File: src/rtl/idll_pkg.sv
package idll_pkg;

  localparam int unsigned MAX_NODES = 1024;
  localparam int unsigned ID_W      = 11;

  typedef logic [ID_W-1:0] id_t;

  localparam id_t ID_NONE = '0;
  localparam id_t ID_MAX  = ID_W'(MAX_NODES);

  typedef enum logic [1:0] {
    MODE_INS_LEFT  = 2'd0,
    MODE_INS_RIGHT = 2'd1,
    MODE_DELETE    = 2'd2,
    MODE_READ      = 2'd3
  } mode_e;

  typedef enum logic [1:0] {
    STS_DONE    = 2'd0,
    STS_SKIPPED = 2'd1,
    STS_BAD_ID  = 2'd2,
    STS_FULL    = 2'd3
  } status_e;

  typedef enum logic [1:0] {
    S_IDLE,
    S_CHECK,
    S_LINK,
    S_FIX
  } state_e;

  typedef struct packed {
    mode_e mode;
    id_t   anchor_id;
    id_t   target_id;
  } req_t;

  typedef struct packed {
    status_e status;
    id_t     node_id;
    logic    last;
  } rsp_t;

  // One list entry: removed flag and both links.
  typedef struct packed {
    logic removed;
    id_t  left;
    id_t  right;
  } node_t;

  typedef struct packed {
    logic  re;
    id_t   raddr;
    logic  we;
    id_t   waddr;
    node_t wdata;
  } mem_req_t;

endpackage

File: src/rtl/idll_ctrl.sv
module idll_ctrl (
  input  logic               clk_i,
  input  logic               rst_ni,
  input  logic               start,
  output logic               busy,
  input  idll_pkg::req_t     req_i,
  output idll_pkg::rsp_t     rsp_o,
  output logic               done_o,
  output idll_pkg::mem_req_t mem_o,
  input  idll_pkg::node_t    rdata_i
);

  idll_pkg::state_e state_q, state_d;
  idll_pkg::req_t   req_q, req_d;
  idll_pkg::node_t  prim_q, prim_d;
  idll_pkg::id_t    nb_q, nb_d;
  idll_pkg::id_t    cur_q, cur_d;
  idll_pkg::id_t    head_q, head_d;
  idll_pkg::id_t    next_id_q, next_id_d;
  idll_pkg::id_t    cursor_q, cursor_d;
  idll_pkg::rsp_t   rsp_q, rsp_d;
  logic             done_q, done_d;

  logic             accept;
  logic             is_ins;
  logic             ins_left;
  logic             full;
  logic             anchor_ok;
  logic             target_ok;
  idll_pkg::id_t    cur_sel;
  idll_pkg::id_t    start_addr;
  idll_pkg::id_t    nb_id;

  assign accept   = start && (state_q == idll_pkg::S_IDLE);
  assign is_ins   = (req_q.mode == idll_pkg::MODE_INS_LEFT)
                 || (req_q.mode == idll_pkg::MODE_INS_RIGHT);
  assign ins_left = (req_q.mode == idll_pkg::MODE_INS_LEFT);
  assign full     = (next_id_q > idll_pkg::ID_MAX);
  assign anchor_ok = (req_q.anchor_id != idll_pkg::ID_NONE) && (req_q.anchor_id < next_id_q);
  assign target_ok = (req_q.target_id != idll_pkg::ID_NONE) && (req_q.target_id < next_id_q);
  assign cur_sel  = (cursor_q != idll_pkg::ID_NONE) ? cursor_q : head_q;
  assign nb_id    = ins_left ? rdata_i.left : rdata_i.right;

  always_comb begin
    unique case (req_i.mode)
      idll_pkg::MODE_INS_LEFT,
      idll_pkg::MODE_INS_RIGHT: start_addr = req_i.anchor_id;
      idll_pkg::MODE_DELETE:    start_addr = req_i.target_id;
      default:                  start_addr = cur_sel;
    endcase
  end

  // Next state.
  always_comb begin
    state_d = state_q;
    unique case (state_q)
      idll_pkg::S_IDLE: begin
        if (accept) state_d = idll_pkg::S_CHECK;
      end
      idll_pkg::S_CHECK: begin
        if (is_ins) begin
          state_d = (full || !anchor_ok || rdata_i.removed) ? idll_pkg::S_IDLE
                                                             : idll_pkg::S_LINK;
        end else if (req_q.mode == idll_pkg::MODE_DELETE) begin
          state_d = (!target_ok || rdata_i.removed) ? idll_pkg::S_IDLE : idll_pkg::S_LINK;
        end else begin
          state_d = idll_pkg::S_IDLE;
        end
      end
      idll_pkg::S_LINK: state_d = idll_pkg::S_FIX;
      idll_pkg::S_FIX:  state_d = idll_pkg::S_IDLE;
      default:          state_d = idll_pkg::S_IDLE;
    endcase
  end

  // Memory traffic and datapath.
  always_comb begin
    req_d     = req_q;
    prim_d    = prim_q;
    nb_d      = nb_q;
    cur_d     = cur_q;
    head_d    = head_q;
    next_id_d = next_id_q;
    cursor_d  = cursor_q;
    rsp_d     = rsp_q;
    done_d    = 1'b0;
    mem_o     = '0;

    unique case (state_q)
      idll_pkg::S_IDLE: begin
        if (accept) begin
          req_d       = req_i;
          cur_d       = cur_sel;
          mem_o.re    = (start_addr <= idll_pkg::ID_MAX);
          mem_o.raddr = start_addr;
        end
      end

      idll_pkg::S_CHECK: begin
        if (is_ins) begin
          cursor_d = idll_pkg::ID_NONE;
          if (full || !anchor_ok || rdata_i.removed) begin
            rsp_d  = '{status: full ? idll_pkg::STS_FULL : idll_pkg::STS_BAD_ID,
                       node_id: idll_pkg::ID_NONE, last: 1'b0};
            done_d = 1'b1;
          end else begin
            // Link the fresh node, then fetch the neighbor on the anchor's side.
            mem_o.we            = 1'b1;
            mem_o.waddr         = next_id_q;
            mem_o.wdata.removed = 1'b0;
            mem_o.wdata.left    = ins_left ? nb_id : req_q.anchor_id;
            mem_o.wdata.right   = ins_left ? req_q.anchor_id : nb_id;
            mem_o.re            = 1'b1;
            mem_o.raddr         = nb_id;
            prim_d              = rdata_i;
            if (ins_left) begin
              prim_d.left = next_id_q;
              if (nb_id == idll_pkg::ID_NONE) head_d = next_id_q;
            end else begin
              prim_d.right = next_id_q;
            end
            nb_d      = nb_id;
            next_id_d = next_id_q + idll_pkg::ID_W'(1);
            rsp_d     = '{status: idll_pkg::STS_DONE, node_id: next_id_q, last: 1'b0};
          end
        end else if (req_q.mode == idll_pkg::MODE_DELETE) begin
          cursor_d = idll_pkg::ID_NONE;
          rsp_d    = '{status: idll_pkg::STS_DONE, node_id: idll_pkg::ID_NONE, last: 1'b0};
          if (!target_ok) begin
            rsp_d.status = idll_pkg::STS_BAD_ID;
            done_d       = 1'b1;
          end else if (rdata_i.removed) begin
            rsp_d.status = idll_pkg::STS_SKIPPED;
            done_d       = 1'b1;
          end else begin
            // Mark removed, then fetch the left neighbor.
            mem_o.we            = 1'b1;
            mem_o.waddr         = req_q.target_id;
            mem_o.wdata         = rdata_i;
            mem_o.wdata.removed = 1'b1;
            mem_o.re            = 1'b1;
            mem_o.raddr         = rdata_i.left;
            prim_d              = rdata_i;
            if (head_q == req_q.target_id) head_d = rdata_i.right;
          end
        end else begin
          if (cur_q == idll_pkg::ID_NONE) begin
            rsp_d    = '{status: idll_pkg::STS_DONE, node_id: idll_pkg::ID_NONE, last: 1'b1};
            cursor_d = idll_pkg::ID_NONE;
          end else begin
            rsp_d    = '{status: idll_pkg::STS_DONE, node_id: cur_q,
                         last: (rdata_i.right == idll_pkg::ID_NONE)};
            cursor_d = rdata_i.right;
          end
          done_d = 1'b1;
        end
      end

      idll_pkg::S_LINK: begin
        if (is_ins) begin
          // Point the neighbor back at the fresh node.
          mem_o.we    = (nb_q != idll_pkg::ID_NONE);
          mem_o.waddr = nb_q;
          mem_o.wdata = rdata_i;
          if (ins_left) begin
            mem_o.wdata.right = rsp_q.node_id;
          end else begin
            mem_o.wdata.left = rsp_q.node_id;
          end
        end else begin
          // Left neighbor skips over the target; fetch the right one.
          mem_o.we          = (prim_q.left != idll_pkg::ID_NONE);
          mem_o.waddr       = prim_q.left;
          mem_o.wdata       = rdata_i;
          mem_o.wdata.right = prim_q.right;
          mem_o.re          = 1'b1;
          mem_o.raddr       = prim_q.right;
        end
      end

      idll_pkg::S_FIX: begin
        if (is_ins) begin
          mem_o.we    = 1'b1;
          mem_o.waddr = req_q.anchor_id;
          mem_o.wdata = prim_q;
        end else begin
          mem_o.we         = (prim_q.right != idll_pkg::ID_NONE);
          mem_o.waddr      = prim_q.right;
          mem_o.wdata      = rdata_i;
          mem_o.wdata.left = prim_q.left;
        end
        done_d = 1'b1;
      end

      default: ;
    endcase
  end

  always_ff @(posedge clk_i or negedge rst_ni) begin
    if (!rst_ni) begin
      state_q   <= idll_pkg::S_IDLE;
      head_q    <= idll_pkg::ID_W'(1);
      next_id_q <= idll_pkg::ID_W'(2);
      cursor_q  <= idll_pkg::ID_NONE;
      done_q    <= 1'b0;
    end else begin
      state_q   <= state_d;
      head_q    <= head_d;
      next_id_q <= next_id_d;
      cursor_q  <= cursor_d;
      done_q    <= done_d;
    end
  end

  always_ff @(posedge clk_i) begin
    req_q  <= req_d;
    prim_q <= prim_d;
    nb_q   <= nb_d;
    cur_q  <= cur_d;
    rsp_q  <= rsp_d;
  end

  assign busy   = (state_q != idll_pkg::S_IDLE);
  assign rsp_o  = rsp_q;
  assign done_o = done_q;

endmodule

File: config.mk
export PLATFORM = sky130hd
export DESIGN_NAME = idll_ctrl
export DESIGN_NICKNAME = d
export VERILOG_FILES = /design/src/rtl/idll_pkg.sv /design/src/rtl/idll_ctrl.sv
export SDC_FILE = /design/constraint.sdc
export NUM_CORES = 1
export LEC_CHECK = 0
export ABC_AREA = 1
export BUFFER_PORTS_ARGS = -buffer_cell sky130_fd_sc_hd__buf_2
export CAP_MARGIN = 20
export CORE_UTILIZATION = 45
export DETAILED_ROUTE_END_ITERATION = 12
export GPL_TIMING_DRIVEN = 0
export PLACE_DENSITY = 0.68
export SKIP_LAST_GASP = 1
export SYNTH_ARGS = -nofsm -noshare
export SYNTH_HDL_FRONTEND = slang
export SYNTH_SLANG_ARGS = --single-unit
File: constraint.sdc
create_clock -name clk_i -period 3.1 [get_ports clk_i]
set_input_delay 0.155 -clock clk_i [delete_from_list [all_inputs] [get_ports clk_i]]
set_output_delay 0.155 -clock clk_i [all_outputs]
set_load 0.05 [all_outputs]
# --- Word-level counts from Yosys, hierarchy flattened ---
# Index checks and enable logic that the tools add are counted.
op_classes:
  addsub: 1
  n_lt_le_gt_ge: 4
  eq_ne: 13
  mux: 55
  n_bitwise: 1
  n_reduce_logical: 30
op_table:
  columns: ["op", "n"]
  rows:
  - ["47-bit two-way mux", 5]
  - ["11-bit two-way mux", 19]
  - ["23-bit two-way mux", 5]
  - ["35-bit one-hot mux with 3 select lines", 1]
  - ["35-bit two-way mux", 2]
  - ["11-bit nonzero test", 6]
  - ["14-bit two-way mux", 3]
  - ["12-bit two-way mux", 3]
  - ["12-bit one-hot mux with 3 select lines", 1]
  - ["11-bit zero test", 3]
  - ["11-bit < comparator", 2]
  - ["11-bit one-hot mux with 2 select lines", 1]
  - ["2-bit two-way mux", 6]
  - ["11-bit by 1-bit adder with 11-bit output (second input constant)", 1]
  - ["11-bit equality test", 1]
  - ["11-bit > comparator (second input constant)", 1]
  - ["11-bit less-or-equal comparator (second input constant)", 1]
  - ["2-bit equality test (second input constant)", 4]
  - ["2-bit one-hot mux with 4 select lines", 1]
  - ["8-bit AND reduction", 1]
  - ["2-bit nonzero test", 4]
  - ["1-bit two-way mux", 7]
  - ["2-bit by 1-bit equality test with 1-bit output (second input constant)", 3]
  - ["2-bit zero test", 3]
  - ["11 further kinds", 20]
totals:
  register_bits: 119
  wordCells: 120

# --- Longest topological paths before layout ---
# Gate-level depths: netlist of run 1.
depth:
  depth_word: 8
  depth_mapped: 16
  mapped_depth_nobuf: 14

# --- Worst setup path after synthesis of run 1 ---
# Ideal clock, no wire load.
synth_timing:
  path_kind: "flip-flop to output port"
  from: "reg state_q[0]"
  to: "out mem_o[38] (netlist bit)"
  arrival_time_ps: 2860
  required_ps: 2945
  path_slack_ps: 85
  path_stages_with_launch: 7
  path_buffers: 1
  path_cell_list: "dfrtp_1 > inv_1 > nand2_1 > nor2_1 > clkbuf_1 > nand2_1 > nand3_1"
synth_rtl:
  columns: ["item", "line", "rtl"]
  rows:
  - ["from (decl)", "idll_ctrl.sv:13", "idll_pkg::state_e state_q, state_d;"]
  - ["from (signal assigned)", "idll_ctrl.sv:201", "state_q <= idll_pkg::S_IDLE;"]
  - ["from (signal assigned)", "idll_ctrl.sv:207", "state_q <= state_d;"]
  - ["to (decl)", "idll_ctrl.sv:9", "output idll_pkg::mem_req_t mem_o,"]

==> results of run 1 <==
-- power breakdown --
group	switching, mW	total [mW]	internal, mW
Sequential	0.443	2.63	2.18
Clock	0.825	2.01	1.19
Combinational	3.27	4.50	1.23
Total	4.54	9.14	4.60
-- cells by family (layout without fill, tap and decap cells) --
| group | Yosys count | after routing |
|---|---|---|
| flip-flops | 119 | 119 |
| XOR/XNOR | 17 | 17 |
| multiplexers | 1 | 1 |
| AND/OR/NAND/NOR | 576 | 576 |
| buffers and inverters | 175 | 398 |
| AO/OA/AOI/OAI | 203 | 203 |
| adder cells (fa/ha/maj) | 22 | 22 |
-- cell type report --
type	instances	area share
Multi-Input combinational cell	819	0.398
Sequential cell	119	0.313
Timing Repair Buffer	192	0.133
Inverter	119	0.0454
Clock buffer	18	0.0394
Buffer	55	0.0311
Tap cell	225	0.0259
Clock inverter	14	0.0139
-- flip-flops by register name, indices dropped and copies added, names as in the netlist, named ones only --
name,flops
req_q,24
nb_q,11
cursor_q,11
state_q,1
head_q,11
prim_q,23
next_id_q,11
cur_q,11
done_o,1
rsp_o,14
-- worst paths after layout --
check	start	to	slack (ns)	cells past startpoint
min reg2reg	head_q[0]	head_q[0]	0.50	2
max reg2reg	req_q[17]	nb_q[3]	0.10	12
min	start	state_q[0]	0.01	3
max	req_q[17]	mem_o[24]	-0.05	10
max in group asynchronous	rst_ni	next_id_q[3]	2.05	2
min in group asynchronous	rst_ni	head_q[1]	0.39	2
-- per-layer routing --
| metal | vias up | GRT usage | routed length, um |
|---|---|---|---|
| met3 | 199 | 0.156 | 6120 |
| met2 | 892 | 0.682 | 18700 |
| li1 | 4185 | - | - |
| met1 | 4643 | 0.564 | 15500 |
| met5 | - | 0.00833 | 0 |
| met4 | 0 | 0.315 | 3310 |
-- critical path: stages (launching register included) --
cell,delay (ns)
edfxtp_1,0.71
ha_4,0.30
a21oi_1,0.14
o21ai_1,0.11
o21ai_2,0.19
nand2_4,0.14
nor2_4,0.26
buf_8,0.18
a31oi_1,0.13
o21ai_1,0.17
buf_4,0.23
-- cells in the final DEF, fill, tap and decap left out, drive strengths merged, types with 2 or more instances in the layout --
| master | synthesis | final |
|---|---|---|
| nand2 | 302 | 302 |
| buf | 19 | 183 |
| nand3 | 121 | 121 |
| o21ai | 114 | 114 |
| inv | 114 | 108 |
| nor2 | 102 | 102 |
| edfxtp | 83 | 83 |
| clkbuf | 37 | 57 |
| a21oi | 37 | 37 |
| dfrtp | 34 | 34 |
| dlygate4sd3 | 0 | 25 |
| o22ai | 23 | 23 |
| ha | 22 | 22 |
| nor3 | 16 | 16 |
| clkinvlp | 0 | 14 |
| xor2 | 14 | 14 |
| nor4 | 12 | 12 |
| nand4 | 11 | 11 |
| clkinv | 5 | 9 |
| o211ai | 8 | 8 |
| or2 | 7 | 7 |
| o41ai | 4 | 4 |
| o21bai | 4 | 4 |
| nand3b | 3 | 3 |
| xnor2 | 3 | 3 |
| o221ai | 2 | 2 |
| a32o | 2 | 2 |
| o32ai | 2 | 2 |
| bufinv | 0 | 2 |
| dfstp | 2 | 2 |
| a31oi | 2 | 2 |
-- stage by stage --
stage	hold slack, ns	cell area, um2	setup WS [ns]	power [mW]
CTS	0.00128	10300	-0.0468	8.74
floorplan	-0.141	8140	0.0853	5.11
global route	0.0190	10900	-0.128	9.38
global placement	0.320	8970	-1.22	6.48
finish	0.0111	10900	-0.0526	9.14
detailed placement	0.325	9040	-0.808	6.54
-- repair_timing --
action / in CTS / in global routing
hold buffers: 25 / 0
resized for setup: 97 / 91
setup buffers: 29 / 23
hold endpoints to repair: 58 / 0
endpoints found under the setup margin: 103 / 46
pin swaps: 4 / 20
cloned: 0 / 1
==> summary.md, run 1 <==
| Metric | Value |
|---|---|
| Routed Antenna Nets | 0 |
| Fillers | 1541 |
| Final cell count without fillers | roughly 1600 |
| Routed len/inst | between 20 and 30 um |
| EDFF count, synth | 83 |
| Worst-Margin Slew | between 0.9 and 1 ns |
| ANT cells | 0 |
| Initial Util | 0.466 |
| Drt pass-1 iters | 8 |
| Clk_skew | approximately 0.014 ns |
| Synth Area in Adders | 0.0338 |
| Hold Vio Cnt, Final | 0 |
| Syn Std Cell Area | 0.00814 mm2 |
| Clk slew on worst S/H paths | 0.06 ns |
| Iter 0 DRT Violations | 1425 |
| Simple-gate share of the synthesized area | 0.304 |
| Die X-Extent | 136 um |
| Max FO, Critical Path | 5 |
| CTS Buf Count | 17 |
| RSZ-0062 raised after global routing | true |
| #FFs+latches synth | around 120 |
| Routed WL | 43700 um |
| Endpoint class of the critical path | primary output |
| Startpoint type of the worst setup path | flip-flop |
| CTS tree | built |
| Slew Viols, Final | 0 |
| H-tree depth | 4 |
| Vias in the first global route | 8930 |
| Die area | between 0.015 and 0.02 mm2 |
| Pwr Density | about 840 mW/mm2 |
| Fraction of synthesized area in multiplexers | 0.00123 |
| WP data required | 2.94 ns |
| Syn_nets | 1185 |
| Async set-reset flop share out of synthesis | 0.303 |
| Sinks on Clock Net | 119 |
| Synth area leader | edfxtp_1 |
| Post-route setup slack | -0.0526 ns |
| Final min period | ~3.2 ns |
| Core footprint | between 0.015 and 0.02 mm2 |
| XOR/XNOR Fraction of Synth Area | 0.0183 |
| Top post-synthesis cells by area | edfxtp_1 (31%), nand2_1 (14%), dfrtp_1 (10%) |
| Relative slew slack | 0.386 |
| Syn avg cell area | 7.31 um2 |
| Nets@finish | about 1400 |
| Setup TNS | -0.274 ns |
| Layout cell share with drive strength beyond 1 | 0.243 |
| Port buffer count | 111 |
| First-pass GRT wire length | slightly below 60000 um |
| IO Pins | 113 |
| Tot GR Track Use | 0.461 |
| Setup Viol. Count Final | 10 |
| Via/cell ratio | 6.35 |
| Clk buf depth | 2 |
| Register area share after synthesis | 0.417 |
| Worst skew pair latency | 0.44 ns |
| Outcome | finished, violations left |
| Static leakage | 4.95 nW |
| Utilization after layout | 0.623 |
| Failing checks | negative setup slack |
| Crit Path Category | reg2out |
| VDD IR max | around 0.0007 V |
| P&R area growth vs syn | 33.8% |
| Post-DP HPWL | between 30000 and 40000 um |
| Grt ovf | 0 |
| Vias | 9919 |
| Largest net degree at the start of global routing | 37 |
| DRC Markers | 0 |
| Synth top cells by count | nand2_1 (300), nand3_1 (121), inv_1 (110), o21ai_0 (110), nor2_1 (92) |
| Max-cap viol count | 0 |
| HP Class | in2reg |
| Final GP Congestion | around 1.1 |
| Root Buffer | clkbuf_16 |
| Die H | roughly 140 um |
| Largest family of logic cells by synthesized area | simple AND/OR/NAND/NOR gates |
| Crit share post-route | 1.02 |
| Top cell type's share of synthesized area | 0.306 |
| Register area | 0.00340 mm2 |
| Most numerous cell in the Yosys netlist | nand2_1 |
| Placed Cells | 1452 |
| Site Rows | 48 |
| Multi-input gate area | 0.00434 mm2 |
| Worst Path Arrival | ~3.0 ns |
| Synth Area in Compound Gates | 0.140 |
| Yosys Warn Count | 0 |
| Library cells used by synthesis | 47 |
| Initial antenna violation count | 1 |
| Gate Count Post-Synth | 1113 |
| Main flop type after synthesis | edfxtp_1 |
| F_max | 317 MHz |
(Power assumes the default switching activity.)
==> run 2, diff against run 1 <==
Settings changed: BUFFER_PORTS_ARGS -buffer_cell sky130_fd_sc_hd__buf_2 to -buffer_cell sky130_fd_sc_hd__buf_4.
==> summary.md, run 2 (same netlist as run 1, synthesis figures left out) <==
| Metric | Value |
|---|---|
| Nets@finish | roughly 1400 |
| P&R area growth vs syn | 34.4% |
| IO Pins | 113 |
| Grt ovf | 0 |
| Sinks on Clock Net | 119 |
| F_max | 316 MHz |
| Tot GR Track Use | 0.456 |
| Utilization after layout | 0.626 |
| Clk_skew | 0.0103 ns |
| WP data required | 2.94 ns |
| Setup Viol. Count Final | 16 |
| Initial Util | 0.466 |
| Via/cell ratio | between 6 and 7 |
| Final cell count without fillers | 1547 |
| Port buffer count | 111 |
| Worst-Margin Slew | 0.811 ns |
| Final GP Congestion | 1.06 |
| Post-layout instance area | 0.0109 mm2 |
| Total Power | 9.19 mW |
| Failing checks | negative setup slack |
| Max FO, Critical Path | 8 |
| Iter 0 DRT Violations | 1365 |
| DRC Markers | 0 |
| Clk pwr share | 0.216 |
| H-tree depth | 4 |
| Dpl cell area | 0.00927 mm2 |
| HP Class | in2reg |
| Largest net degree at the start of global routing | 37 |
| Endpoint class of the critical path | primary output |
| Setup TNS | -0.583 ns |
| Power Internal | 4.64 mW |
| Final min period | 3.16 ns |
| Placed Cells | 1450 |
| Root Buffer | clkbuf_16 |
| Startpoint type of the worst setup path | flip-flop |
| Layout cell share with drive strength beyond 1 | 0.229 |
| Dpl ws | -1.34 ns |
| Slew Viols, Final | 0 |
| Register bank with the most flops | req_q |
| Worst skew pair latency | 0.44 ns |
| CTS Buf Count | 17 |
| Die area | 0.0186 mm2 |
| CTS tree | built |
| Pwr Density | 840 mW/mm2 |
| Post-route setup slack | -0.0628 ns |
| Commonest cells after routing, fill and taps aside | nand2_1 (293), buf_4 (122), nand3_1 (111), o21ai_0 (102), inv_1 (97) |
| Relative slew slack | 0.460 |
| Seq pwr share | 0.286 |
| Sw power | 4.55 mW |
| Site Rows | 48 |
| Crit Path Category | reg2out |
| Max FFs per register | 24 |
| Max-cap viol count | 0 |
| RSZ-0062 raised after global routing | true |
| Routed Antenna Nets | 0 |
| Hold slack final | 0.000912 ns |
| Vias | about 9700 |
| Clk buf depth | 2 |
| Worst Path Arrival | 3.01 ns |
| Clk slew on worst S/H paths | ~0.060 ns |
| Comb pwr share | 0.499 |
| Die H | 136 um |
| Static leakage | 4.93 nW |
| Die X-Extent | between 100 and 150 um |
| Core footprint | 0.0175 mm2 |
| First-pass GRT wire length | 58500 um |
| Commonest non-fill, non-tap cell in the layout | nand2_1 |
| Switching fraction of total power | 0.495 |
| Vias in the first global route | 8913 |
| Outcome | finished, violations left |
| Routed len/inst | 26.9 um |
| Routed WL | 41600 um |
| Post-DP HPWL | a little over 30000 um |
| Crit share post-route | 1.02 |
| Initial antenna violation count | 3 |
| Drt pass-1 iters | 6 |
| Hold Vio Cnt, Final | 0 |
| VDD IR max | just under 0.0007 V |
## run 2: cell types whose count changed in the layout (fill, tap and decap cells not counted), moves of 4 or more
cell / delta
buf_2: -77
buf_4: +53
buf_6: +9
ha_1: +8
ha_4: -8
clkbuf_2: -4
## run 2: cell type report
cell class / instances / area [um2]
well taps: 225 / 282
flip-flops and latches: 119 / 3400
plain buffers: 53 / 323
clock inverters: 15 / 143
multi-input cells: 819 / 4270
inverters: 119 / 505
clock buffers: 17 / 425
diodes: 1 / 2.50
repair inverters: 1 / 7.51
fillers: 1600 / 6540
repair buffers: 178 / 1580
## run 2: final timing paths
check | depth (start not counted) | endpoint | startpoint | slack [ns]
worst max-delay path | 13 | mem_o[19] | next_id_q[2] | -0.06
worst min-delay path | 3 | state_q[0] | start | 0.0009
worst max register to register | 11 | prim_q[8] | next_id_q[8] | 0.20
worst min register to register | 2 | head_q[0] | head_q[0] | 0.51
max in group asynchronous | 2 | next_id_q[10] | rst_ni | 2.44
min in group asynchronous | 2 | head_q[6] | rst_ni | 0.25
## run 2: repair_timing
item | 4_1_cts | 5_1_grt
endpoints found under the setup margin | 108 | 45
hold endpoints to repair | 58 | 0
pin swaps | 9 | 22
resized for setup | 73 | 81
cloned | 1 | 0
setup buffers | 30 | 11
hold buffers | 25 | 0
## run 2: worst max-delay path: stages (launching register included)
cell and delay (ns):
dfrtp_2 0.43, clkinvlp_4 0.17, buf_12 0.16, ha_1 0.28, a21oi_1 0.14, a21oi_1 0.08, o21ai_1 0.21, nand2_4 0.16
nand2_4 0.11, clkinvlp_4 0.29, nor2_2 0.19, nand3_1 0.08, nand3_1 0.10, buf_6 0.16
## run 2: power groups by stage
| stage | Sequential [mW] | Clock, mW | Combinational (mW) |
|---|---|---|---|
| detailed placement | 2.62 | 0 | 4.08 |
| finish | 2.62 | 1.98 | 4.58 |
| global route | 2.63 | 2.02 | 4.77 |
| floorplan | 2.65 | 0 | 2.47 |
| CTS | 2.58 | 1.95 | 4.23 |
| global placement | 2.62 | 0 | 4.05 |
## run 2: routing by layer
layer / track usage / part of all wire / up-vias
li1: - / - / 4164
met1: 0.583 / 0.36 / 4523
met2: 0.659 / 0.42 / 872
met5: 0.0167 / 0.00031 / -
met4: 0.310 / 0.075 / 2
met3: 0.136 / 0.14 / 186
==> run 3, diff against run 2 <==
Settings changed: SKIP_CTS_REPAIR_TIMING set to 1.
==> summary.md, run 3 (same netlist as run 1, synthesis figures left out) <==
| Metric | Value |
|---|---|
| Outcome | finished, violations left |
| Failing checks | negative setup slack |
| Layout cell share with drive strength beyond 1 | 0.258 |
| Max FFs per register | 24 |
| CTS tree | built |
| WP data required | around 3 ns |
| DRC Markers | 0 |
| Clk slew on worst S/H paths | ~0.06 ns |
| Tot GR Track Use | 0.444 |
| Die X-Extent | ~140 um |
| Nets@finish | 1403 |
| GR met3 Demand/Resource | 0.127 |
| Setup Viol. Count Final | 44 |
| Met1 usage | 0.587 |
| Port buffer count | approximately 110 |
| Register bank with the most flops | req_q |
| Drt pass-1 iters | 6 |
| Endpoint class of the critical path | primary output |
| Routed len/inst | 26.9 um |
| Vias | 9893 |
| P&R area growth vs syn | 39.6% |
| Most used routing layer | met2 |
| Final cell count without fillers | roughly 1600 |
| Hold Vio Cnt, Final | 0 |
| Post-route setup slack | -0.181 ns |
| Initial Util | 0.466 |
| Worst-Margin Slew | between 0.8 and 0.9 ns |
| Iter 0 DRT Violations | ~1700 |
| Routed Antenna Nets | 0 |
| HP Class | in2reg |
| Sinks on Clock Net | 119 |
| Crit Path Category | reg2out |
| Die H | approximately 140 um |
| Fillers | 1533 |
| VDD IR max | between 0.0006 and 0.0007 V |
| Via/cell ratio | between 6 and 7 |
| Dpl cell area | 0.00927 mm2 |
| Die area | between 0.015 and 0.02 mm2 |
| Initial antenna violation count | 2 |
| IO Pins | roughly 110 |
| Post-layout instance area | 0.0114 mm2 |
| Total Power | between 9 and 10 mW |
| Clk_skew | about 0.0090 ns |
| Final GP Congestion | between 1 and 1.5 |
| Commonest cells after routing, fill and taps aside | nand2_1 (287), buf_4 (138), o21ai_0 (102), inv_1 (99), nand3_1 (95) |
| Relative slew slack | 0.466 |
| H-tree depth | 4 |
| Utilization after layout | 0.650 |
| Root Buffer | clkbuf_16 |
| Core footprint | 0.0175 mm2 |
| Startpoint type of the worst setup path | flip-flop |
| Slew Viols, Final | 0 |
| Post-DP HPWL | 30500 um |
| F_max | 305 MHz |
| Site Rows | 48 |
| CTS Buf Count | 17 |
| R2r setup slk | 0.10 ns |
| Worst skew pair latency | 0.44 ns |
| Static leakage | 5.13 nW |
| First-pass GRT wire length | 56800 um |
| Final min period | 3.28 ns |
| Crit share post-route | 1.06 |
| Max-cap viol count | 0 |
| Setup TNS | -3.34 ns |
| Routed WL | 42300 um |
| Vias in the first global route | 8498 |
| Largest net degree at the start of global routing | 37 |
| Clk buf depth | 2 |
| Worst Path Arrival | 3.13 ns |
| Commonest non-fill, non-tap cell in the layout | nand2_1 |
| Pwr Density | 826 mW/mm2 |
| Met2 Usage GRT | 0.637 |
| Max FO, Critical Path | 7 |
| Placed Cells | roughly 1500 |
| RSZ-0062 raised after global routing | true |
| Grt ovf | 0 |
==> run 3: changes by cell type in the layout (fill, tap and decap cells not counted), moves of 3 or more <==
cell | before | now
buf_4 | 122 | 138
nand3_1 | 111 | 95
nand3_2 | 10 | 24
ha_1 | 20 | 14
ha_4 | 2 | 8
nand2_1 | 293 | 287
nand2_2 | 4 | 9
buf_12 | 2 | 6
buf_8 | 8 | 12
nor2_1 | 80 | 83
nor2_2 | 17 | 14
==> run 3: worst paths after layout <==
kind | start | end | cells after the start
worst max register to register | next_id_q[8] | prim_q[14] | 12
min in group asynchronous | rst_ni | head_q[6] | 2
worst min register to register | head_q[0] | head_q[0] | 2
worst min-delay path | start | state_q[0] | 3
max in group asynchronous | rst_ni | next_id_q[5] | 2
worst max-delay path | next_id_q[8] | mem_o[2] | 11
==> run 3: metal layers <==
layer	routed length, um	vias to the layer above
met5	0	-
met2	17600	922
met3	6010	227
met4	3120	0
li1	-	4210
met1	15600	4534
==> run 3: worst max-delay path, stage by stage, from the launching register on <==
cell and delay (ns):
dfrtp_2 0.47, clkinvlp_4 0.24, ha_4 0.27, a21oi_1 0.11, o21ai_0 0.08, a21oi_1 0.20
nand4_1 0.19, buf_6 0.19, nor2_4 0.19, nand2_4 0.15, o211ai_1 0.33, buf_4 0.26
==> run 3: per-stage QoR <==
stage / hold slack, ns / setup WS [ns]
floorplan: -0.141 / 0.0853
global route: 0.0215 / -0.250
global placement: 0.157 / -1.31
detailed placement: 0.168 / -1.34
finish: 0.00426 / -0.181
CTS: -0.288 / -1.34
==> run 3: final cells by class <==
class | count | area (um2) | area share
Clock buffer | 17 | 425 | 0.0375
Antenna cell | 1 | 2.50 | 0.000220
Buffer | 55 | 334 | 0.0294
Multi-Input combinational cell | 819 | 4450 | 0.392
Sequential cell | 119 | 3410 | 0.300
Clock inverter | 15 | 143 | 0.0126
Inverter | 119 | 498 | 0.0438
Tap cell | 225 | 282 | 0.0248
Timing Repair Buffer | 200 | 1820 | 0.160
==> run 3: report_power, final <==
group | switching [mW] | internal, mW
Combinational | 3.31 | 1.46
Sequential | 0.448 | 2.18
Clock | 0.874 | 1.12
Total | 4.63 | 4.76
